==> config.mk <==
export PLATFORM = sky130hd
export DESIGN_NAME = ntb16_transmit_framer
export DESIGN_NICKNAME = d
export VERILOG_FILES = /design/src/rtl/core/ntbf_pkg.sv /design/src/rtl/core/ntb16_transmit_framer.sv
export SDC_FILE = /design/constraint.sdc
export NUM_CORES = 1
export LEC_CHECK = 0
export BUFFER_PORTS_ARGS = -buffer_cell sky130_fd_sc_hd__buf_2
export CORE_MARGIN = 4
export CORE_UTILIZATION = 60
export CTS_CLUSTER_DIAMETER = 50
export CTS_CLUSTER_SIZE = 20
export DETAILED_ROUTE_END_ITERATION = 7
export GPL_TIMING_DRIVEN = 1
export PLACE_DENSITY = 0.85
export SYNTH_ARGS = -nofsm -noshare
export SYNTH_HDL_FRONTEND = slang
export SYNTH_SLANG_ARGS = --single-unit
==> constraint.sdc <==
create_clock -name clk_i -period 18 [get_ports clk_i]
set_input_delay 0 -clock clk_i [delete_from_list [all_inputs] [get_ports clk_i]]
set_output_delay 0 -clock clk_i [all_outputs]
set_load 0.02 [all_outputs]
==> src/rtl/core/ntbf_pkg.sv <==
// ----------------------------------------------------------------------------
// ntbf_pkg
// Types, constants and control store for the NTB16 transmit framer sequencer.
// ----------------------------------------------------------------------------
package ntbf_pkg;

  // block framing constants
  localparam logic [31:0] NTH16_SIGNATURE = 32'h484D434E;  // "NCMH"
  localparam logic [31:0] NDP16_SIGNATURE = 32'h304D434E;  // "NCM0"
  localparam logic [11:0] HDR_BYTES       = 12'd12;
  localparam logic [15:0] NDP_BYTES       = 16'd8;

  // configuration register indexes
  localparam logic CFG_MAX_BLOCK_SIZE     = 1'b0;
  localparam logic CFG_MAX_DATAGRAM_LIMIT = 1'b1;

  // input op codes
  localparam logic OP_ALLOCATE = 1'b0;
  localparam logic OP_FLUSH    = 1'b1;

  // result kinds
  localparam logic KIND_WORD  = 1'b0;
  localparam logic KIND_PLACE = 1'b1;

  // sequencer step addresses
  typedef logic [3:0] step_t;
  localparam step_t STEP_IDLE      = 4'd0;
  localparam step_t STEP_CHK_FLUSH = 4'd1;
  localparam step_t STEP_CHK_CLOSE = 4'd2;
  localparam step_t STEP_HDR_SIG   = 4'd3;
  localparam step_t STEP_HDR_SEQ   = 4'd4;
  localparam step_t STEP_HDR_LEN   = 4'd5;
  localparam step_t STEP_NDP_SIG   = 4'd6;
  localparam step_t STEP_NDP_LEN   = 4'd7;
  localparam step_t STEP_NDP_PTR   = 4'd8;
  localparam step_t STEP_NDP_TERM  = 4'd9;
  localparam step_t STEP_PLACE     = 4'd10;

  // word source of an emitting step
  typedef enum logic [2:0] {
    WSEL_HDR_SIG,
    WSEL_HDR_SEQ,
    WSEL_HDR_LEN,
    WSEL_NDP_SIG,
    WSEL_NDP_LEN,
    WSEL_NDP_PTR,
    WSEL_NDP_TERM,
    WSEL_PLACE
  } wsel_e;

  // jump conditions
  typedef enum logic [2:0] {
    COND_NEVER,
    COND_ALWAYS,
    COND_NO_INPUT,
    COND_EMPTY_FLUSH,
    COND_NO_CLOSE,
    COND_MORE_PTRS,
    COND_FLUSH
  } cond_e;

  // datapath actions, taken when the step retires
  typedef enum logic [2:0] {
    ACT_NONE,
    ACT_LATCH,
    ACT_IDX_CLEAR,
    ACT_IDX_INC,
    ACT_CLOSE,
    ACT_PLACE
  } act_e;

  // last flag source
  typedef enum logic [1:0] {
    LAST_NONE,
    LAST_ONE,
    LAST_IF_FLUSH
  } last_e;

  typedef struct packed {
    logic  emit;
    wsel_e wsel;
    last_e lsel;
    act_e  act;
    cond_e cond;
    step_t target;
  } ucode_t;

  // control store
  function automatic ucode_t ucode_rom(input step_t step);
    ucode_t uw;
    uw = '{emit: 1'b0, wsel: WSEL_PLACE, lsel: LAST_NONE, act: ACT_NONE,
           cond: COND_ALWAYS, target: STEP_IDLE};
    unique case (step)
      STEP_IDLE: begin
        uw.act    = ACT_LATCH;
        uw.cond   = COND_NO_INPUT;
        uw.target = STEP_IDLE;
      end
      STEP_CHK_FLUSH: begin
        uw.cond   = COND_EMPTY_FLUSH;
        uw.target = STEP_IDLE;
      end
      STEP_CHK_CLOSE: begin
        uw.cond   = COND_NO_CLOSE;
        uw.target = STEP_PLACE;
      end
      STEP_HDR_SIG: begin
        uw.emit = 1'b1;
        uw.wsel = WSEL_HDR_SIG;
        uw.cond = COND_NEVER;
      end
      STEP_HDR_SEQ: begin
        uw.emit = 1'b1;
        uw.wsel = WSEL_HDR_SEQ;
        uw.cond = COND_NEVER;
      end
      STEP_HDR_LEN: begin
        uw.emit = 1'b1;
        uw.wsel = WSEL_HDR_LEN;
        uw.cond = COND_NEVER;
      end
      STEP_NDP_SIG: begin
        uw.emit = 1'b1;
        uw.wsel = WSEL_NDP_SIG;
        uw.cond = COND_NEVER;
      end
      STEP_NDP_LEN: begin
        uw.emit = 1'b1;
        uw.wsel = WSEL_NDP_LEN;
        uw.act  = ACT_IDX_CLEAR;
        uw.cond = COND_NEVER;
      end
      STEP_NDP_PTR: begin
        uw.emit   = 1'b1;
        uw.wsel   = WSEL_NDP_PTR;
        uw.act    = ACT_IDX_INC;
        uw.cond   = COND_MORE_PTRS;
        uw.target = STEP_NDP_PTR;
      end
      STEP_NDP_TERM: begin
        uw.emit   = 1'b1;
        uw.wsel   = WSEL_NDP_TERM;
        uw.lsel   = LAST_IF_FLUSH;
        uw.act    = ACT_CLOSE;
        uw.cond   = COND_FLUSH;
        uw.target = STEP_IDLE;
      end
      STEP_PLACE: begin
        uw.emit   = 1'b1;
        uw.wsel   = WSEL_PLACE;
        uw.lsel   = LAST_ONE;
        uw.act    = ACT_PLACE;
        uw.cond   = COND_ALWAYS;
        uw.target = STEP_IDLE;
      end
      default: begin
        uw.cond   = COND_ALWAYS;
        uw.target = STEP_IDLE;
      end
    endcase
    return uw;
  endfunction

endpackage

==> src/rtl/core/ntb16_transmit_framer.sv <==
// ----------------------------------------------------------------------------
// ntb16_transmit_framer
// Packs datagram allocations into NTB16 transfer blocks and emits the block
// framing as 32-bit word writes, driven by a small microcoded sequencer.
// ----------------------------------------------------------------------------
//  channel  | direction | handshake                | payload
//  ---------+-----------+--------------------------+---------------------------
//  in       | input     | in_valid_i / in_ready_o  | op_i, datagram_length_i
//  out      | output    | out_valid_o / out_ready_i| kind_o, byte_offset_o,
//           |           |                          | word_value_o, too_big_o,
//           |           |                          | last_o
//  cfg      | input     | cfg_we_i (no wait)       | cfg_index_i, cfg_wdata_i
//
//  One item at a time: the sequencer runs one control store step per cycle
//  unless an emitting step holds. An allocate runs the check and place steps;
//  a close adds header, ndp, pointer and terminator steps, an empty flush only
//  the flush check. Each emitting step holds while the output register is full
//  and not taken. Reset clears the offset, count and sequence state; the
//  pointer table is not cleared, only entries below the count are read.
// ----------------------------------------------------------------------------
module ntb16_transmit_framer #(
  parameter int MAX_ENTRIES  = 10,
  parameter int BUFFER_BYTES = 2048
) (
  input  logic        clk_i,
  input  logic        rst_ni,
  // configuration
  input  logic        cfg_we_i,
  input  logic        cfg_index_i,
  input  logic [15:0] cfg_wdata_i,
  // input words
  input  logic        in_valid_i,
  output logic        in_ready_o,
  input  logic        op_i,
  input  logic [10:0] datagram_length_i,
  // output words
  output logic        out_valid_o,
  input  logic        out_ready_i,
  output logic        kind_o,
  output logic [10:0] byte_offset_o,
  output logic [31:0] word_value_o,
  output logic        too_big_o,
  output logic        last_o
);
  import ntbf_pkg::*;

  localparam int CNT_W = $clog2(MAX_ENTRIES + 1);
  localparam int IDX_W = (MAX_ENTRIES > 1) ? $clog2(MAX_ENTRIES) : 1;
  localparam logic [16:0] BUF_LIM   = 17'(BUFFER_BYTES);
  localparam logic [15:0] MAX_ENT16 = 16'(MAX_ENTRIES);
  localparam logic [CNT_W-1:0] MAX_CNT = CNT_W'(MAX_ENTRIES);

  // configuration registers
  logic [11:0] max_block_size_q;
  logic [15:0] max_dgram_limit_q;

  always_ff @(posedge clk_i or negedge rst_ni) begin
    if (!rst_ni) begin
      max_block_size_q  <= 12'd2048;
      max_dgram_limit_q <= 16'd0;
    end else if (cfg_we_i) begin
      unique case (cfg_index_i)
        CFG_MAX_BLOCK_SIZE:     max_block_size_q  <= cfg_wdata_i[11:0];
        CFG_MAX_DATAGRAM_LIMIT: max_dgram_limit_q <= cfg_wdata_i;
        default: ;
      endcase
    end
  end

  // state
  step_t            pc_q, pc_d;
  logic             op_q;
  logic [10:0]      len_q;
  logic [11:0]      wo_q, wo_d;
  logic [CNT_W-1:0] cnt_q, cnt_d;
  logic [15:0]      seq_q, seq_d;
  logic [IDX_W-1:0] idx_q, idx_d;
  logic [22:0]      ptr_rd_q;
  logic [22:0]      ptr_mem [MAX_ENTRIES];

  logic        out_valid_q;
  logic        kind_q, big_q, last_q;
  logic [10:0] off_q;
  logic [31:0] word_q;

  ucode_t uw;
  logic   out_free, step_go, cond_hit, in_accept;

  // effective limits
  logic [16:0] eff_limit;
  logic [15:0] eff_max;

  always_comb begin
    eff_limit = ({5'b0, max_block_size_q} > BUF_LIM) ? BUF_LIM : {5'b0, max_block_size_q};
    eff_max   = (max_dgram_limit_q == 16'd0 || max_dgram_limit_q > MAX_ENT16) ?
                MAX_ENT16 : max_dgram_limit_q;
  end

  // size check with alignment padding, ndp, entries and terminator
  function automatic logic fits(input logic [11:0] off, input logic [10:0] len,
                                input logic [CNT_W-1:0] count, input logic [16:0] lim);
    logic [16:0] sum;
    logic [16:0] end_b;
    sum   = 17'(off) + 17'(len) + 17'd3;
    end_b = {sum[16:2], 2'b00} + 17'(NDP_BYTES) + ((17'(count) + 17'd2) << 2);
    return end_b <= lim;
  endfunction

  logic        fit_now, need_close, place_ok;
  logic [12:0] wo_sum;
  logic [12:0] ndp;
  logic [15:0] blen, ndp_len;

  always_comb begin
    fit_now    = fits(wo_q, len_q, cnt_q, eff_limit);
    need_close = !fit_now || ((16'(cnt_q) + 16'd1) > eff_max);
    place_ok   = fit_now && (cnt_q < MAX_CNT);
    wo_sum     = {1'b0, wo_q} + 13'd3;
    ndp        = {wo_sum[12:2], 2'b00};
    ndp_len    = NDP_BYTES + ((16'(cnt_q) + 16'd1) << 2);
    blen       = 16'(ndp) + ndp_len;
  end

  // control word and sequencing
  assign uw        = ucode_rom(pc_q);
  assign out_free  = !out_valid_q || out_ready_i;
  assign step_go   = !uw.emit || out_free;
  assign in_ready_o = (pc_q == STEP_IDLE);
  assign in_accept  = in_valid_i && in_ready_o;

  always_comb begin
    case (uw.cond)
      COND_NEVER:       cond_hit = 1'b0;
      COND_ALWAYS:      cond_hit = 1'b1;
      COND_NO_INPUT:    cond_hit = !in_accept;
      COND_EMPTY_FLUSH: cond_hit = (op_q == OP_FLUSH) && (cnt_q == '0);
      COND_NO_CLOSE:    cond_hit = (op_q == OP_ALLOCATE) && (!need_close || cnt_q == '0);
      COND_MORE_PTRS:   cond_hit = (CNT_W'(idx_q) + CNT_W'(1)) != cnt_q;
      COND_FLUSH:       cond_hit = (op_q == OP_FLUSH);
      default:          cond_hit = 1'b1;
    endcase
  end

  // next step
  always_comb begin
    pc_d = pc_q;
    if (step_go) begin
      pc_d = cond_hit ? uw.target : pc_q + step_t'(1);
    end
  end

  // datapath actions
  always_comb begin
    wo_d  = wo_q;
    cnt_d = cnt_q;
    seq_d = seq_q;
    idx_d = idx_q;
    if (step_go) begin
      case (uw.act)
        ACT_IDX_CLEAR: idx_d = '0;
        ACT_IDX_INC:   idx_d = idx_q + IDX_W'(1);
        ACT_CLOSE: begin
          wo_d  = HDR_BYTES;
          cnt_d = '0;
          seq_d = seq_q + 16'd1;
        end
        ACT_PLACE: begin
          if (place_ok) begin
            wo_d  = wo_q + {1'b0, len_q};
            cnt_d = cnt_q + CNT_W'(1);
          end
        end
        default: ;
      endcase
    end
  end

  always_ff @(posedge clk_i or negedge rst_ni) begin
    if (!rst_ni) begin
      pc_q  <= STEP_IDLE;
      wo_q  <= HDR_BYTES;
      cnt_q <= '0;
      seq_q <= 16'd0;
      idx_q <= '0;
    end else begin
      pc_q  <= pc_d;
      wo_q  <= wo_d;
      cnt_q <= cnt_d;
      seq_q <= seq_d;
      idx_q <= idx_d;
    end
  end

  // latch the accepted word
  always_ff @(posedge clk_i) begin
    if (in_accept) begin
      op_q  <= op_i;
      len_q <= datagram_length_i;
    end
  end

  // pointer table, read one step ahead of the emitting step
  always_ff @(posedge clk_i) begin
    if (step_go && uw.act == ACT_PLACE && place_ok) begin
      ptr_mem[cnt_q[IDX_W-1:0]] <= {len_q, wo_q};
    end
    ptr_rd_q <= ptr_mem[idx_d];
  end

  // output word selection
  logic        ld_kind, ld_big, ld_last;
  logic [10:0] ld_off;
  logic [31:0] ld_word;

  always_comb begin
    ld_kind = KIND_WORD;
    ld_big  = 1'b0;
    ld_off  = '0;
    ld_word = '0;
    case (uw.wsel)
      WSEL_HDR_SIG: begin
        ld_off  = 11'd0;
        ld_word = NTH16_SIGNATURE;
      end
      WSEL_HDR_SEQ: begin
        ld_off  = 11'd4;
        ld_word = {seq_q, 4'b0, HDR_BYTES};
      end
      WSEL_HDR_LEN: begin
        ld_off  = 11'd8;
        ld_word = {3'b0, ndp, blen};
      end
      WSEL_NDP_SIG: begin
        ld_off  = ndp[10:0];
        ld_word = NDP16_SIGNATURE;
      end
      WSEL_NDP_LEN: begin
        ld_off  = ndp[10:0] + 11'd4;
        ld_word = {16'b0, ndp_len};
      end
      WSEL_NDP_PTR: begin
        ld_off  = ndp[10:0] + 11'd8 + (11'(idx_q) << 2);
        ld_word = {5'b0, ptr_rd_q[22:12], 4'b0, ptr_rd_q[11:0]};
      end
      WSEL_NDP_TERM: begin
        ld_off  = ndp[10:0] + 11'd8 + (11'(cnt_q) << 2);
        ld_word = '0;
      end
      WSEL_PLACE: begin
        ld_kind = KIND_PLACE;
        ld_big  = !place_ok;
        ld_off  = place_ok ? wo_q[10:0] : 11'd0;
        ld_word = {21'b0, len_q};
      end
      default: ;
    endcase
    case (uw.lsel)
      LAST_ONE:      ld_last = 1'b1;
      LAST_IF_FLUSH: ld_last = (op_q == OP_FLUSH);
      default:       ld_last = 1'b0;
    endcase
  end

  // output register
  always_ff @(posedge clk_i or negedge rst_ni) begin
    if (!rst_ni) begin
      out_valid_q <= 1'b0;
    end else if (out_free) begin
      out_valid_q <= uw.emit;
    end
  end

  always_ff @(posedge clk_i) begin
    if (uw.emit && out_free) begin
      kind_q <= ld_kind;
      off_q  <= ld_off;
      word_q <= ld_word;
      big_q  <= ld_big;
      last_q <= ld_last;
    end
  end

  assign out_valid_o   = out_valid_q;
  assign kind_o        = kind_q;
  assign byte_offset_o = off_q;
  assign word_value_o  = word_q;
  assign too_big_o     = big_q;
  assign last_o        = last_q;

  // checks
  a_cnt_bound: assert property (@(posedge clk_i) disable iff (!rst_ni)
    cnt_q <= MAX_CNT) else $error("entry count above table depth");

  a_empty_offset: assert property (@(posedge clk_i) disable iff (!rst_ni)
    (cnt_q == '0) |-> (wo_q == HDR_BYTES)) else $error("empty block with moved offset");

  a_close_clears: assert property (@(posedge clk_i) disable iff (!rst_ni)
    (pc_q == STEP_NDP_TERM && step_go) |=> (cnt_q == '0 && wo_q == HDR_BYTES))
    else $error("close did not reset the block");

  a_busy_after_accept: assert property (@(posedge clk_i) disable iff (!rst_ni)
    in_accept |=> !in_ready_o) else $error("new word taken while sequencer busy");

  a_big_is_place: assert property (@(posedge clk_i) disable iff (!rst_ni)
    (out_valid_o && too_big_o) |-> (kind_o == KIND_PLACE))
    else $error("rejected flag on a block word write");

endmodule

==> results.md <==
- Highest clock rate: 0.136 GHz
- Peak VDD IR: 0.000121 V
- Critical Path Most Common Cell: ha_1
- Clock transition at path regs: 0.06 ns
- Hold path start: cfg_index_i
- WL final: 44,600 um
- Mapped Cells: 1,513
- GP Congestion: 0.912
- WL per Instance: 22.0 um
- CTS root buf: clkbuf_16
- P_leak: 7.80 nW
- Clock skew: 0.0507 ns
- Status: complete, but fails checks
- Bufs and invs on worst path: 2
- CTS tree: yes
- Grt ovf: 0
- Final worst setup slack: 10.66 ns
- Post-layout instance area: 20,500 um2
- Leading area contributor after synthesis: edfxtp_1
- Detail Route Antenna Nets: 0
- Top post-synthesis cells by area: edfxtp_1, dfrtp_1, ha_1
- Die Ht: 182 um
- CP Data Required Time: 18.12 ns
- Maximum fanout along the worst path: 23
- Min Tclk post-route: 7.34 ns
- Clock Path Buffers: 3
- Die W: 182 um
- Die area: 33,200 um2
- Worst slew pin tran: 1.39 ns
- Crit path max-delay family: simple AND/OR/NAND/NOR gates
- Final #Nets: 1,728
- DP Wirelength: 29,300 um
- Drt pass-1 iters: 8
- Sequential area share after synthesis: 59.4%
- Failing checks: DRC
- Worst slew margin: 6.49%
- Mapped Area: 18,200 um2
- Final period util: 40.8%
- Largest net degree at the start of global routing: 84
- Via density: 6.37
- RR Startpoint: wo_q[2]
- Critical Path Source Type: register
- Vias: 12,900
- Setup violations, final: 0
- # rows: 63
- Post-Place Worst Slack: 10.72 ns
- Critical path class: reg -> reg
- Vias in the first global route: 12,700
- Synth cell count leaders: edfxtp_1, nand2_1, ha_1, a211oi_1, dfrtp_1
- Number of max-cap violations: 0
- Synth Register Bits: 379
- CP Capture Type: register
- Power density cells: 189 nW/um2
- Max Slew Vio Count: 0
- Average cell area after synthesis: 12.0 um2
- Hold Path Class: in -> reg
- Critical-path cell list: ha_1 > ha_1 > or3b_4 > a221oi_4 > xor2_1 > ha_1 > inv_1 > fa_1 > inv_1 > a21oi_1 > o21bai_1 > a21oi_1 > nor2_1 > nand3b_1 > xnor2_1 > ha_1 > a21oi_1 > o21ai_0 > o21ai_0 > nand2_1 > a21oi_2 > and2_1 > and3_1
- Fillers: 2,012
- CP arrival: 7.46 ns
- Final core occ: 68.9%
- Final setup TNS: 0 ns
- Final hold vios: 0
- Synth-to-Final Area Change: 12.7%
- Number of antenna violations at the first check in global routing: 0
- Critical Path Start: wo_q[2]
- Fraction of registers with async set/reset: 18.2%
- # DRC: 2
- Initial Utilization: 61.1%
- Dominant synthesized flop cell: edfxtp_1
- DP Area: 19,100 um2
- Post-synth EDFFs: 287
- H-tree depth: 2
- Clk sinks: 379
- Synth cell types: 74
- First-pass GRT wire length: 69,400 um
- Max stage delay on crit path: 1.05 ns
- Core footprint: 29,800 um2
- TritonCTS Buffers: 34
- RSZ-0062 raised after global routing: false
- GRT Resource Usage Total: 26.5%
- DR iter-0 viols: 1,733
- Layout cells sized above 1: 14.2%
- Synth top area share: 47.4%
- Input/output buffers: 80
- Top-count cell post-synth: edfxtp_1
- Worst-Skew Late Latency: 0.55 ns
- Io pins: 82
- YS warnings: 0
- Worst path slowest cell: and3_1
-- registers in the layout, summed over array words and instances (netlist names) --
| register | count |
|---|---|
| cnt_q | 4 |
| byte_offset_o | 11 |
| max_dgram_limit_q | 16 |
| op_q | 1 |
| wo_q | 12 |
| last_o | 1 |
| ptr_rd_q | 23 |
| len_q | 11 |
| max_block_size_q | 12 |
| word_value_o | 31 |
| kind_o | 1 |
| pc_q | 4 |
| out_valid_o | 1 |
| seq_q | 16 |
| too_big_o | 1 |
| idx_q | 4 |
| ptr_mem | 230 |
-- metrics by stage --
step / std cells / hold WS [ns] / power, mW
floorplan: 1514 / -0.296 / 2.58
global placement: 1930 / 0.176 / 3.03
detailed placement: 1930 / 0.178 / 3.10
CTS: 2022 / 0.0370 / 3.86
global route: 2022 / 0.0955 / 4.12
finish: 2023 / 0.0535 / 3.89
-- layer usage --
metal  wire, um  GRT usage (%)
met1      16900           35.6
met2      21300           43.6
met3       4510           4.37
met4       1890           10.8
met5          0              0
-- worst min-delay path, cell delays in order --
cell and delay (ns):
buf_2 0.09, nor2b_1 0.21, o21ai_0 0.24
-- power by group --
part / switching (mW) / internal (mW) / total, mW
Combinational: 1.21 / 0.653 / 1.86
Sequential: 0.123 / 1.16 / 1.28
Clock: 0.336 / 0.404 / 0.741
Total: 1.67 / 2.22 / 3.89
-- kinds of logic (layout without fill, tap and decap cells) --
kind of cell    after synthesis  after routing  share of synthesized area (%)
compound gates              328            328                           12.6
buf+inv                     122            240                           2.62
other cells                   2              4                         0.0413
xor+xnor                     82             82                           3.95
flops                       379            379                           59.4
fa+ha+maj                    89             89                           6.59
mux                          42             42                           2.68
simple gates                469            469                           12.1
-- cells in the final DEF, fill, tap and decap left out, types with 15 or more instances in the layout --
| cell | instances |
|---|---|
| edfxtp_1 | 287 |
| nand2_1 | 227 |
| buf_2 | 80 |
| ha_1 | 75 |
| a211oi_1 | 74 |
| dfrtp_1 | 66 |
| nor2_1 | 57 |
| and2_1 | 55 |
| a31oi_1 | 50 |
| xnor2_1 | 48 |
| o21ai_0 | 45 |
| inv_1 | 44 |
| clkbuf_16 | 35 |
| xor2_1 | 34 |
| a21oi_1 | 34 |
| dlygate4sd3_1 | 31 |
| mux2_2 | 30 |
| nand3_1 | 27 |
| a311oi_1 | 23 |
| buf_4 | 23 |
| dfxtp_1 | 23 |
| nor3_1 | 22 |
| a21o_1 | 17 |
| and3_1 | 15 |
-- what timing repair did --
item | CTS | global route
hold buffers | 31 | 0
hold endpoints to repair | 107 | 0
setup buffers | 0 | 0
gates resized for setup | 0 | 0
-- worst paths after layout --
kind                                               to  slack [ns]  cells after the start
max in group asynchronous                     wo_q[9]       17.14                      3
worst max register to register         ptr_mem[0][13]       10.66                     23
worst max-delay path                   ptr_mem[0][13]       10.66                     23
worst min register to register              seq_q[13]        0.49                      1
worst min-delay path             max_block_size_q[11]        0.05                      3
min in group asynchronous       max_dgram_limit_q[10]        0.23                      3
-- cell type report --
cell class                 count  area, um2  area share, %
sequential                   379      10800           52.7
multi-input combinational   1013       7010           34.2
clock buffer                  39        901           4.39
timing repair buffer         134        883           4.31
tap                          390        488           2.38
clock inverter                22        250           1.22
inverter                      45        170          0.829
antenna                        1       2.50         0.0122
No activity file was read; power rests on OpenSTA's default activity.
